==> src/hdl/wbd_pkg.sv <==
// ----------------------------------------------------------------------------
// Windowed burst detector package
// Widths, reset values, register indexes and controller/datapath interface types.
// ----------------------------------------------------------------------------
`default_nettype none

package wbd_pkg;

	localparam int SAMPLE_BITS   = 16;
	localparam int COUNT_BITS    = 24;
	localparam int FRAC_BITS     = 8;
	localparam int INDEX_BITS    = COUNT_BITS + 1;
	localparam int THRESH_BITS   = SAMPLE_BITS + 1;
	localparam int PROD_BITS     = SAMPLE_BITS + FRAC_BITS;
	localparam int CFG_DATA_BITS = COUNT_BITS;
	localparam int CFG_IDX_BITS  = 2;
	localparam int DIV_CNT_BITS  = $clog2(COUNT_BITS + 1);

	localparam logic signed [SAMPLE_BITS-1:0] SAMPLE_MAX = {1'b0, {(SAMPLE_BITS-1){1'b1}}};
	localparam logic signed [SAMPLE_BITS-1:0] SAMPLE_MIN = {1'b1, {(SAMPLE_BITS-1){1'b0}}};
	localparam logic [COUNT_BITS-1:0] COUNT_MAX = {COUNT_BITS{1'b1}};
	localparam logic [INDEX_BITS-1:0] INDEX_MAX = {INDEX_BITS{1'b1}};

	localparam logic [COUNT_BITS-1:0] WINDOW_RESET = COUNT_BITS'(50000);
	localparam logic [FRAC_BITS-1:0]  LOW_RESET    = FRAC_BITS'(26);
	localparam logic [FRAC_BITS-1:0]  HIGH_RESET   = FRAC_BITS'(230);

	typedef enum logic [CFG_IDX_BITS-1:0] {
		CFG_WINDOW_SAMPLES = 2'd0,
		CFG_LOW_FRACTION   = 2'd1,
		CFG_HIGH_FRACTION  = 2'd2
	} cfg_index_t;

	// commands from controller to datapath
	typedef struct packed {
		logic upd;       // plain sample update at accept
		logic cap;       // capture window-closing sample
		logic mul;       // register range * fraction products
		logic thr;       // latch new thresholds
		logic div_start; // start mean interval division
		logic fin;       // emit result, restart window, apply captured sample
	} dp_cmd_t;

	// status from datapath to controller
	typedef struct packed {
		logic close_due;
		logic div_busy;
		logic out_free;
	} dp_status_t;

endpackage

`default_nettype wire

==> src/hdl/windowed_burst_detector.sv <==
// ----------------------------------------------------------------------------
// Windowed burst detector
// Running window min/max, hysteresis burst detection and per-window statistics.
// ----------------------------------------------------------------------------
// Takes one signed sample per item and keeps the min and max of a window of
// window_samples+1 samples. The min and range of the last closed window set
// the low and high thresholds (fractions of range in 1/256 steps) that drive
// a hysteresis burst detector; detection is off until the first window has
// closed. The first sample past the window closes it and yields one result:
// min, max, onset count, truncated mean onset interval (zero and mean_valid
// low when there were no onsets) and the burst state after that sample.
// Ordinary samples are taken back to back. Once the sample that closes a
// window is taken, sample_stall stays high while the controller steps
// through MUL (the two threshold products), THR (latch thresholds and
// start the one-bit-per-cycle mean interval divider), DIV (wait for the
// divider) and FIN (emit the result); FIN also holds while a previous
// result still waits on result_stall.
// Configuration is taken on any cycle with cfg_we high; write it only while
// the block is idle.
// ----------------------------------------------------------------------------
`default_nettype none

module windowed_burst_detector
	import wbd_pkg::*;
(
	input  wire logic                          clk,
	input  wire logic                          arst_n,
	// configuration write port
	input  wire logic                          cfg_we,
	input  wire logic [CFG_IDX_BITS-1:0]       cfg_index,
	input  wire logic [CFG_DATA_BITS-1:0]      cfg_data,
	// sample channel
	input  wire logic                          sample_valid,
	output logic                               sample_stall,
	input  wire logic signed [SAMPLE_BITS-1:0] sample,
	// result channel
	output logic                               result_valid,
	input  wire logic                          result_stall,
	output logic signed [SAMPLE_BITS-1:0]      window_min,
	output logic signed [SAMPLE_BITS-1:0]      window_max,
	output logic [COUNT_BITS-1:0]              onset_count,
	output logic [COUNT_BITS-1:0]              mean_interval,
	output logic                               mean_valid,
	output logic                               in_burst
);

	dp_cmd_t    cmd;
	dp_status_t status;

	// controller: accepts items, runs the close sequence
	wbd_ctrl u_ctrl (
		.clk          (clk),
		.arst_n       (arst_n),
		.sample_valid (sample_valid),
		.sample_stall (sample_stall),
		.status       (status),
		.cmd          (cmd)
	);

	// datapath: window state, thresholds, divider, result register
	wbd_dp u_dp (
		.clk           (clk),
		.arst_n        (arst_n),
		.cmd           (cmd),
		.status        (status),
		.sample        (sample),
		.cfg_we        (cfg_we),
		.cfg_index     (cfg_index),
		.cfg_data      (cfg_data),
		.result_stall  (result_stall),
		.result_valid  (result_valid),
		.window_min    (window_min),
		.window_max    (window_max),
		.onset_count   (onset_count),
		.mean_interval (mean_interval),
		.mean_valid    (mean_valid),
		.in_burst      (in_burst)
	);

endmodule

`default_nettype wire

==> src/hdl/wbd_ctrl.sv <==
// ----------------------------------------------------------------------------
// Windowed burst detector controller
// Sequences ordinary samples and the multi-cycle window close.
// ----------------------------------------------------------------------------
`default_nettype none

module wbd_ctrl
	import wbd_pkg::*;
(
	input  wire logic       clk,
	input  wire logic       arst_n,
	input  wire logic       sample_valid,
	output logic            sample_stall,
	input  wire dp_status_t status,
	output dp_cmd_t         cmd
);

	typedef enum logic [4:0] {
		ST_IDLE = 5'b00001,
		ST_MUL  = 5'b00010,
		ST_THR  = 5'b00100,
		ST_DIV  = 5'b01000,
		ST_FIN  = 5'b10000
	} state_t;

	state_t state_q, state_d;

	always_comb begin
		state_d      = state_q;
		cmd          = '0;
		sample_stall = (state_q != ST_IDLE);
		case (state_q)
			ST_IDLE: begin
				if (sample_valid) begin
					if (status.close_due) begin
						cmd.cap = 1'b1;
						state_d = ST_MUL;
					end else begin
						cmd.upd = 1'b1;
					end
				end
			end
			ST_MUL: begin
				cmd.mul = 1'b1;
				state_d = ST_THR;
			end
			ST_THR: begin
				cmd.thr       = 1'b1;
				cmd.div_start = 1'b1;
				state_d       = ST_DIV;
			end
			ST_DIV: begin
				if (!status.div_busy) begin
					state_d = ST_FIN;
				end
			end
			ST_FIN: begin
				// hold until the output register can take the result
				if (status.out_free) begin
					cmd.fin = 1'b1;
					state_d = ST_IDLE;
				end
			end
			default: begin
				state_d = ST_IDLE;
			end
		endcase
	end

	always_ff @(posedge clk or negedge arst_n) begin
		if (!arst_n) begin
			state_q <= ST_IDLE;
		end else begin
			state_q <= state_d;
		end
	end

endmodule

`default_nettype wire

==> src/hdl/wbd_div.sv <==
// ----------------------------------------------------------------------------
// Windowed burst detector divider
// Restoring unsigned divider, one quotient bit per cycle.
// ----------------------------------------------------------------------------
`default_nettype none

module wbd_div
	import wbd_pkg::*;
(
	input  wire logic                  clk,
	input  wire logic                  arst_n,
	input  wire logic                  start,
	input  wire logic [COUNT_BITS-1:0] dividend,
	input  wire logic [COUNT_BITS-1:0] divisor,
	output logic                       busy,
	output logic [COUNT_BITS-1:0]      quotient
);

	logic                    busy_q;
	logic [DIV_CNT_BITS-1:0] cnt_q;
	logic [COUNT_BITS-1:0]   rem_q;
	logic [COUNT_BITS-1:0]   quo_q;
	logic [COUNT_BITS-1:0]   dvs_q;
	logic [COUNT_BITS:0]     trial;
	logic                    fits;

	assign trial = {rem_q, quo_q[COUNT_BITS-1]};
	assign fits  = (trial >= {1'b0, dvs_q});

	always_ff @(posedge clk or negedge arst_n) begin
		if (!arst_n) begin
			busy_q <= 1'b0;
			cnt_q  <= '0;
		end else if (start) begin
			busy_q <= 1'b1;
			cnt_q  <= DIV_CNT_BITS'(COUNT_BITS);
		end else if (busy_q) begin
			cnt_q <= cnt_q - 1'b1;
			if (cnt_q == DIV_CNT_BITS'(1)) begin
				busy_q <= 1'b0;
			end
		end
	end

	always_ff @(posedge clk) begin
		if (start) begin
			rem_q <= '0;
			quo_q <= dividend;
			dvs_q <= divisor;
		end else if (busy_q) begin
			if (fits) begin
				rem_q <= COUNT_BITS'(trial - {1'b0, dvs_q});
			end else begin
				rem_q <= trial[COUNT_BITS-1:0];
			end
			quo_q <= {quo_q[COUNT_BITS-2:0], fits};
		end
	end

	assign busy     = busy_q;
	assign quotient = quo_q;

endmodule

`default_nettype wire

==> src/hdl/wbd_dp.sv <==
// ----------------------------------------------------------------------------
// Windowed burst detector datapath
// Window statistics, thresholds, hysteresis, divider and result register.
// ----------------------------------------------------------------------------
`default_nettype none

module wbd_dp
	import wbd_pkg::*;
(
	input  wire logic                         clk,
	input  wire logic                         arst_n,
	input  wire dp_cmd_t                      cmd,
	output dp_status_t                        status,
	input  wire logic signed [SAMPLE_BITS-1:0] sample,
	input  wire logic                         cfg_we,
	input  wire logic [CFG_IDX_BITS-1:0]      cfg_index,
	input  wire logic [CFG_DATA_BITS-1:0]     cfg_data,
	input  wire logic                         result_stall,
	output logic                              result_valid,
	output logic signed [SAMPLE_BITS-1:0]     window_min,
	output logic signed [SAMPLE_BITS-1:0]     window_max,
	output logic [COUNT_BITS-1:0]             onset_count,
	output logic [COUNT_BITS-1:0]             mean_interval,
	output logic                              mean_valid,
	output logic                              in_burst
);

	// configuration
	logic [COUNT_BITS-1:0] window_samples_q;
	logic [FRAC_BITS-1:0]  low_frac_q;
	logic [FRAC_BITS-1:0]  high_frac_q;

	// window state
	logic signed [SAMPLE_BITS-1:0] run_min_q, run_max_q;
	logic signed [THRESH_BITS-1:0] thresh_low_q, thresh_high_q;
	logic [INDEX_BITS-1:0]         sample_index_q;
	logic [COUNT_BITS-1:0]         onsets_q, interval_sum_q, last_onset_q;
	logic                          burst_q, primed_q;

	// close sequence
	logic signed [SAMPLE_BITS-1:0] samp_q;
	logic [PROD_BITS-1:0]          prod_lo_q, prod_hi_q;
	logic [THRESH_BITS-1:0]        diff;
	logic [SAMPLE_BITS-1:0]        range;
	logic                          div_busy;
	logic [COUNT_BITS-1:0]         quotient;

	// result register
	logic                          result_valid_q;
	logic signed [SAMPLE_BITS-1:0] window_min_q, window_max_q;
	logic [COUNT_BITS-1:0]         onset_count_q, mean_interval_q;
	logic                          mean_valid_q, in_burst_q;

	// sample update
	logic signed [SAMPLE_BITS-1:0] s_sel, b_min, b_max, n_min, n_max;
	logic signed [THRESH_BITS-1:0] s_ext;
	logic [INDEX_BITS-1:0]         b_idx, n_idx, gap;
	logic [COUNT_BITS-1:0]         b_ons, b_sum, b_last, n_ons, n_sum, n_last;
	logic [COUNT_BITS+1:0]         sum_w;
	logic                          b_primed, onset, leave, n_burst;

	always_comb begin
		// a window close restarts the window before the sample is applied
		s_sel    = cmd.fin ? samp_q : sample;
		b_min    = cmd.fin ? SAMPLE_MAX : run_min_q;
		b_max    = cmd.fin ? SAMPLE_MIN : run_max_q;
		b_idx    = cmd.fin ? '0 : sample_index_q;
		b_ons    = cmd.fin ? '0 : onsets_q;
		b_sum    = cmd.fin ? '0 : interval_sum_q;
		b_last   = cmd.fin ? '0 : last_onset_q;
		b_primed = cmd.fin | primed_q;

		n_min = (s_sel < b_min) ? s_sel : b_min;
		n_max = (s_sel > b_max) ? s_sel : b_max;
		s_ext = {s_sel[SAMPLE_BITS-1], s_sel};

		onset = b_primed && !burst_q && (s_ext > thresh_high_q);
		leave = b_primed && burst_q && (s_ext < thresh_low_q);

		gap   = (b_idx >= {1'b0, b_last}) ? (b_idx - {1'b0, b_last}) : '0;
		sum_w = {2'b00, b_sum} + {1'b0, gap};

		n_burst = burst_q;
		n_ons   = b_ons;
		n_sum   = b_sum;
		n_last  = b_last;
		if (onset) begin
			n_burst = 1'b1;
			n_ons   = (b_ons != COUNT_MAX) ? b_ons + 1'b1 : b_ons;
			n_sum   = (sum_w > {2'b00, COUNT_MAX}) ? COUNT_MAX : sum_w[COUNT_BITS-1:0];
			n_last  = b_idx[COUNT_BITS-1:0];
		end else if (leave) begin
			n_burst = 1'b0;
		end

		n_idx = (b_idx != INDEX_MAX) ? b_idx + 1'b1 : b_idx;
	end

	// range of the closing window, zero if empty
	assign diff  = {run_max_q[SAMPLE_BITS-1], run_max_q} - {run_min_q[SAMPLE_BITS-1], run_min_q};
	assign range = diff[THRESH_BITS-1] ? '0 : diff[SAMPLE_BITS-1:0];

	always_ff @(posedge clk or negedge arst_n) begin
		if (!arst_n) begin
			window_samples_q <= WINDOW_RESET;
			low_frac_q       <= LOW_RESET;
			high_frac_q      <= HIGH_RESET;
		end else if (cfg_we) begin
			case (cfg_index)
				CFG_WINDOW_SAMPLES: window_samples_q <= cfg_data;
				CFG_LOW_FRACTION:   low_frac_q       <= cfg_data[FRAC_BITS-1:0];
				CFG_HIGH_FRACTION:  high_frac_q      <= cfg_data[FRAC_BITS-1:0];
				default: ;
			endcase
		end
	end

	always_ff @(posedge clk or negedge arst_n) begin
		if (!arst_n) begin
			run_min_q      <= SAMPLE_MAX;
			run_max_q      <= SAMPLE_MIN;
			thresh_low_q   <= '0;
			thresh_high_q  <= '0;
			sample_index_q <= '0;
			onsets_q       <= '0;
			interval_sum_q <= '0;
			last_onset_q   <= '0;
			burst_q        <= 1'b0;
			primed_q       <= 1'b0;
		end else begin
			if (cmd.thr) begin
				thresh_low_q  <= {run_min_q[SAMPLE_BITS-1], run_min_q}
					+ {1'b0, prod_lo_q[PROD_BITS-1:FRAC_BITS]};
				thresh_high_q <= {run_min_q[SAMPLE_BITS-1], run_min_q}
					+ {1'b0, prod_hi_q[PROD_BITS-1:FRAC_BITS]};
			end
			if (cmd.upd || cmd.fin) begin
				run_min_q      <= n_min;
				run_max_q      <= n_max;
				sample_index_q <= n_idx;
				onsets_q       <= n_ons;
				interval_sum_q <= n_sum;
				last_onset_q   <= n_last;
				burst_q        <= n_burst;
			end
			if (cmd.fin) begin
				primed_q <= 1'b1;
			end
		end
	end

	always_ff @(posedge clk) begin
		if (cmd.cap) begin
			samp_q <= sample;
		end
		if (cmd.mul) begin
			prod_lo_q <= {{FRAC_BITS{1'b0}}, range} * {{SAMPLE_BITS{1'b0}}, low_frac_q};
			prod_hi_q <= {{FRAC_BITS{1'b0}}, range} * {{SAMPLE_BITS{1'b0}}, high_frac_q};
		end
	end

	wbd_div u_div (
		.clk      (clk),
		.arst_n   (arst_n),
		.start    (cmd.div_start),
		.dividend (interval_sum_q),
		.divisor  (onsets_q),
		.busy     (div_busy),
		.quotient (quotient)
	);

	always_ff @(posedge clk or negedge arst_n) begin
		if (!arst_n) begin
			result_valid_q <= 1'b0;
		end else if (cmd.fin) begin
			result_valid_q <= 1'b1;
		end else if (!result_stall) begin
			result_valid_q <= 1'b0;
		end
	end

	always_ff @(posedge clk) begin
		if (cmd.fin) begin
			window_min_q    <= run_min_q;
			window_max_q    <= run_max_q;
			onset_count_q   <= onsets_q;
			mean_interval_q <= (onsets_q != '0) ? quotient : '0;
			mean_valid_q    <= (onsets_q != '0);
			in_burst_q      <= n_burst;
		end
	end

	assign status.close_due = (sample_index_q > {1'b0, window_samples_q});
	assign status.div_busy  = div_busy;
	assign status.out_free  = !result_valid_q || !result_stall;

	assign result_valid  = result_valid_q;
	assign window_min    = window_min_q;
	assign window_max    = window_max_q;
	assign onset_count   = onset_count_q;
	assign mean_interval = mean_interval_q;
	assign mean_valid    = mean_valid_q;
	assign in_burst      = in_burst_q;

endmodule

`default_nettype wire

==> config.mk <==
export PLATFORM = sky130hd
export DESIGN_NAME = windowed_burst_detector
export DESIGN_NICKNAME = d
export VERILOG_FILES = /design/src/hdl/wbd_pkg.sv /design/src/hdl/windowed_burst_detector.sv /design/src/hdl/wbd_ctrl.sv /design/src/hdl/wbd_div.sv /design/src/hdl/wbd_dp.sv
export SDC_FILE = /design/constraint.sdc
export NUM_CORES = 2
export LEC_CHECK = 0
export BUFFER_PORTS_ARGS = -buffer_cell sky130_fd_sc_hd__buf_4
export CAP_MARGIN = 10
export CORE_MARGIN = 2
export CORE_UTILIZATION = 27
export CTS_BUF_LIST = sky130_fd_sc_hd__clkbuf_8 sky130_fd_sc_hd__clkbuf_16
export DETAILED_ROUTE_END_ITERATION = 16
export HOLD_SLACK_MARGIN = 0.02
export MAX_ROUTING_LAYER = met4
export PLACE_DENSITY = 0.41
export SYNTH_ARGS = -nofsm -noshare
export SYNTH_HDL_FRONTEND = slang
export SYNTH_SLANG_ARGS = --single-unit
==> constraint.sdc <==
create_clock -name clk -period 9.85 [get_ports clk]
set_input_delay 0.985 -clock clk [delete_from_list [all_inputs] [get_ports clk]]
set_output_delay 0.985 -clock clk [all_outputs]
set_load 0.01 [all_outputs]
* Yosys cells after proc, flatten, opt, wreduce, memory -nomap -nowiden
Index checks and enable logic that the tools add are counted.
Widths: inputs -> output; s select.
** Storage, ports and cells
- Memory bits (writable) :: 0
- Bits of input ports :: 47
- Memory bits (read-only) :: 0
- Word-level logic and storage cells :: 123
- Latch bits :: 0
- Flip-flop bits (word level) :: 435
- Memories :: 0
** Cells by class
- Shift operators :: 0
- $lt $le $gt $ge :: 8
- Div/mod/pow operators :: 0
- Equality and inequality tests :: 16
- Add/subtract/negate cells :: 9
- Multiplexer cells :: 42
- Bitwise operators :: 1
- $mul :: 2
- Reduce and logical (&&, ||, !) cells :: 16
** Operators by type and width (count)
- $mux 24 :: 11
- $mux 16 :: 6
- $mux 25 :: 3
- $ge 25x24->1 :: 2
- $mul 16x8->24 :: 2
- $add 17x16->17 :: 2
- $mux 5 :: 6
- $add 24x25->26 :: 1
- $gt 26x24->1 const B :: 1
- $add 25x1->25 const B :: 1
- $gt 25x24->1 :: 1
- $ne 25x25->1 const B :: 1
- $pmux 5 s5 :: 1
- $sub 25x24->25 :: 1
- $add 24x1->24 const B :: 1
- $ne 24x24->1 const B :: 1
- $reduce_bool 24->1 :: 1
- $sub 24x24->24 :: 1
- $gt 16x17->1 :: 1
- $lt 16x17->1 :: 1
- $sub 16x16->17 :: 1
- $gt 16x16->1 :: 1
- $lt 16x16->1 :: 1
- $mux 1 :: 12
- other kinds (20) :: 34

* Longest topological paths before layout
- Word-level depth :: 11
- Depth in mapped cells :: 32
- Gate-level depth less buffers :: 31

* Cells and area by module
Synthesis repeated with hierarchy kept, for this count alone.
** Unflattened totals
- Cell total of the unflattened synthesis :: 3318
- Area total of the unflattened synthesis :: 32384.8 um^2
** Modules (own cells, without submodules)
- wbd_dp :: sequential area each 9096.2 um^2, times used 1, cells each 2861, area each 27582.7 um^2
- wbd_div :: sequential area each 2072.0 um^2, times used 1, cells each 421, area each 4474.3 um^2
- wbd_ctrl :: sequential area each 126.4 um^2, times used 1, cells each 36, area each 327.8 um^2

* Least setup slack after synthesis
Ideal clock, no wire load.
- Path type :: reg-to-reg
- Start point :: register u_dp.run_min_q[1]
- End point :: register u_dp.prod_lo_q[23] (data pin)
- Data required time :: 9.579 ns
- Library setup time :: 0.271 ns
- Stages on the path, launching flop included :: 29
- Clock period less this slack :: 7.379 ns
- Setup slack :: 2.471 ns
- Buffers on the path :: 1
- Arrival time :: 7.108 ns
- Cell sequence :: dfstp_2 inv_1 ha_1 nor2b_1 o21ai_0 a21boi_0 o21ai_0 a21boi_0 o21a_1 o21ai_0 nand2_1 o311ai_0 clkbuf_1 nand3_1 fa_1 inv_1 fa_1 fa_1 inv_1 fa_1 inv_1 ha_1 and3_1 a221o_1 nor3_1 a21oi_1 and4_1 a2111oi_0 xnor2_1
** On the way
- Longest elaborated chain between the ends :: 3
** RTL lines
- from (decl) :: RTL line wbd_dp.sv:34 : logic signed [SAMPLE_BITS-1:0] run_min_q, run_max_q;
- from (signal assigned) :: RTL line wbd_dp.sv:138 : run_min_q <= n_min;
- $sub 16x16->17 :: RTL line wbd_dp.sv:100 : assign diff = {run_max_q[SAMPLE_BITS-1], run_max_q} - {run_min_q[SAMPLE_BITS-1], run_min_q};
- $mux 16 :: RTL line wbd_dp.sv:101 : assign range = diff[THRESH_BITS-1] ? '0 : diff[SAMPLE_BITS-1:0];
- $mul 16x8->24 :: RTL line wbd_dp.sv:157 : prod_lo_q <= {{FRAC_BITS{1'b0}}, range} * {{SAMPLE_BITS{1'b0}}, low_frac_q};
- to (signal assigned) :: RTL line wbd_dp.sv:157
- to (decl) :: RTL line wbd_dp.sv:42 : logic [PROD_BITS-1:0] prod_lo_q, prod_hi_q;
No other way between the ends.
A chain may end at the register's enable or synchronous reset.

* Worst setup path after layout
- Start point :: register u_dp.run_min_q[0]
- End point :: register u_dp.prod_lo_q[23] (data pin)
Same word-level chain as after synthesis.

==> run metrics <==
Wirelength per Cell around 19 um; Multi-input gate area about 19000 um2; area taken by flip-flops and latches 11300 um2; count of yosys warnings during synthesis 0; Reg clk slew, reported paths 0.06 ns; Crit path top cell by count fa_1; CTS tree yes; Die Height around 350 um; RSZ-0062 raised after global routing false; final WL between 90000 and 100000 um; DRC Markers 0; Worst setup EP type flop; Post-CTS Resized 0; Root Buffer clkbuf_16; Yosys reg bits about 420; Worst R2R Setup Slack 1.59 ns; area growth from synthesis to layout 14.2%; vias in the first global route roughly 24000; worst-case reg-to-reg path depth 26; first-pass GRT wire length between 100000 and 150000 um; total CTS buffers 53; Post-CTS Setup Inserts 0; commonest non-fill, non-tap cell in the layout inv_1; crit path from u_dp.run_min_q[0]; # H-tree levels 2; Starting DRT DRC Count ~1500; worst slew slack as a fraction of its limit 26.2%; std cell rows 125; Top FF cell, synth dfrtp_1; vias per inst around 4.8; I/O pin total 131; status finished clean; register area share after synthesis a little over a third; top cells by area, synth edfxtp_1 17%, dfrtp_1 15%, ha_1 11%, fa_1 11%, nand2_1 4.5%; clk_lat worst skew 0.64 ns; commonest cells after routing, fill and taps aside 391 x inv_1, 383 x nand2_1, 292 x ha_1, 195 x nor2_1, 185 x dfrtp_1; maximum clock rate roughly 120 MHz; Synth area leader edfxtp_1; Post-synth EDFFs about 180; RR Startpoint u_dp.run_min_q[0]; vias post-DR around 24000; HPWL after detailed placement 73700 um; Fin. Hold Viols 0; Final Slew Violations 0; # Max-Cap Violations 0; cells after synthesis 3332; DRT antenna net count 0; total congestion overflow 0; layout cells sized above 1 between 9 and 10%; CTS sink cnt roughly 420; Worst path max stage delay 0.81 ns; Synth cell types 86; post-synth top area share around 17%; CTS Buffer Depth 3; period utilization between 80% and 90%; average cell area after synthesis 9.54 um2; fillcell total 12188; port bufs between 100 and 150; Core Box Area between 100000 and 150000 um2; setup_tns 0 ns; synthesized area ~32000 um2; die footprint 120000 um2; Setup-failing EPs final 0; Starting Density a little over a quarter; die boundary width ~350 um; final net count 3941; FF-to-FF End u_dp.prod_lo_q[23]; antenna violations before repair 1; Placer Congestion 0.819; Worst Path Required around 10 ns; post-layout minimum cycle time around 8.3 ns; crit path DAT roughly 8.6 ns; Net Count, Synth roughly 3800; Worst-Margin Slew 1.10 ns; startpoint types flop; crit path kind flop to flop; Crit path buffers/inverters 2; critical path's slowest cell nor2_1; asr flop ratio synth about half; Tightest Hold Check Type input port to asynchronous set/reset pin; CP max FO 12; drt first pass iters 7; Top delay family on crit path adder cells; largest net degree at the start of global routing between 90 and 100; hold_buf cts 0; clock skew 0.0376 ns; GRT Total Usage roughly 16%
-- flip-flops by register name, indices dropped and copies added (netlist names), 17 cells and up --
signal                 count
u_dp.thresh_low_q         17
u_dp.u_div.rem_q          24
u_dp.onsets_q             24
u_dp.u_div.quotient       24
u_dp.thresh_high_q        17
u_dp.mean_interval        24
u_dp.u_div.dvs_q          24
u_dp.onset_count          24
u_dp.last_onset_q         24
u_dp.sample_index_q       25
u_dp.interval_sum_q       24
u_dp.window_samples_q     24
-- routing by layer --
layer / part of all wire [%] / GRT usage [%] / vias up
met3: 4.1 / 2.29 / 109
met5: 0 / - / -
met1: 50 / 23.2 / 11590
met4: 2.0 / 3.44 / 0
li1: - / - / 11747
met2: 44 / 24.7 / 407
-- cell families (layout without fill, tap and decap cells) --
| kind of cell | Yosys count | after routing | share of synthesized area (%) |
|---|---|---|---|
| other | 0 | 1 | 0 |
| AO/OA/AOI/OAI | 599 | 599 | 12.5 |
| flip-flops | 419 | 419 | 35.5 |
| multiplexers | 73 | 73 | 2.39 |
| adder cells (fa/ha/maj) | 464 | 464 | 22.3 |
| AND/OR/NAND/NOR | 1115 | 1115 | 16.9 |
| XOR/XNOR | 158 | 158 | 4.35 |
| buffers and inverters | 504 | 647 | 6.02 |
-- cell type report --
type                    count  area share [%]
inverters                 384            3.99
clock inverters            42           0.965
multi-input cells        2409            51.4
clock buffers              58            3.88
repair buffers            163            3.39
diodes                      1         0.00690
flip-flops and latches    419            31.1
well taps                1524            5.25
-- Yosys cell counts (all sizes together), types with 19 or more instances --
cell type and number:
dfrtp 186, ha 292, nand2b 25, mux2i 52, inv 378, xor2 55
nand2 383, mux2 21, o2bb2ai 19, dfxtp 24, nor4 19, a211oi 29
and3 63, o21a 31, a21o 67, nor2 198, a21oi 127, nand3 65
xnor2 103, or3 22, edfxtp 178, clkbuf 97, and2 52, nand4 36
a31oi 19, o21ai 145, a2bb2oi 24, nor3 155, fa 172, nor2b 49
dfstp 31, buf 23
-- worst max-delay path by stage --
stage,end,slack (ns),cells after the start
final,u_dp.prod_lo_q[23],1.59,26
after global routing,u_dp.prod_lo_q[23],1.07,26
after CTS,u_dp.prod_lo_q[23],1.55,26
after detailed placement,u_dp.prod_lo_q[23],1.61,26
after global placement,u_dp.prod_lo_q[23],1.87,26
after floorplan,u_dp.prod_lo_q[23],2.47,28
-- stage by stage --
stage	std cells	hold slack (ns)	instance area (um2)	util, %	setup WS (ns)
after floorplan	3332	0.426	31800	-	2.47
after CTS	4999	0.404	36300	31.1	1.55
after global routing	4999	0.419	36300	31.1	1.07
final	5000	0.355	36300	31.1	1.59
after global placement	4899	0.452	34500	29.6	1.87
after detailed placement	4899	0.453	34500	29.6	1.61
Power is left out: the tool's default activity adds up to more than one toggle a clock period on the data nets, which glitch-free logic cannot reach.
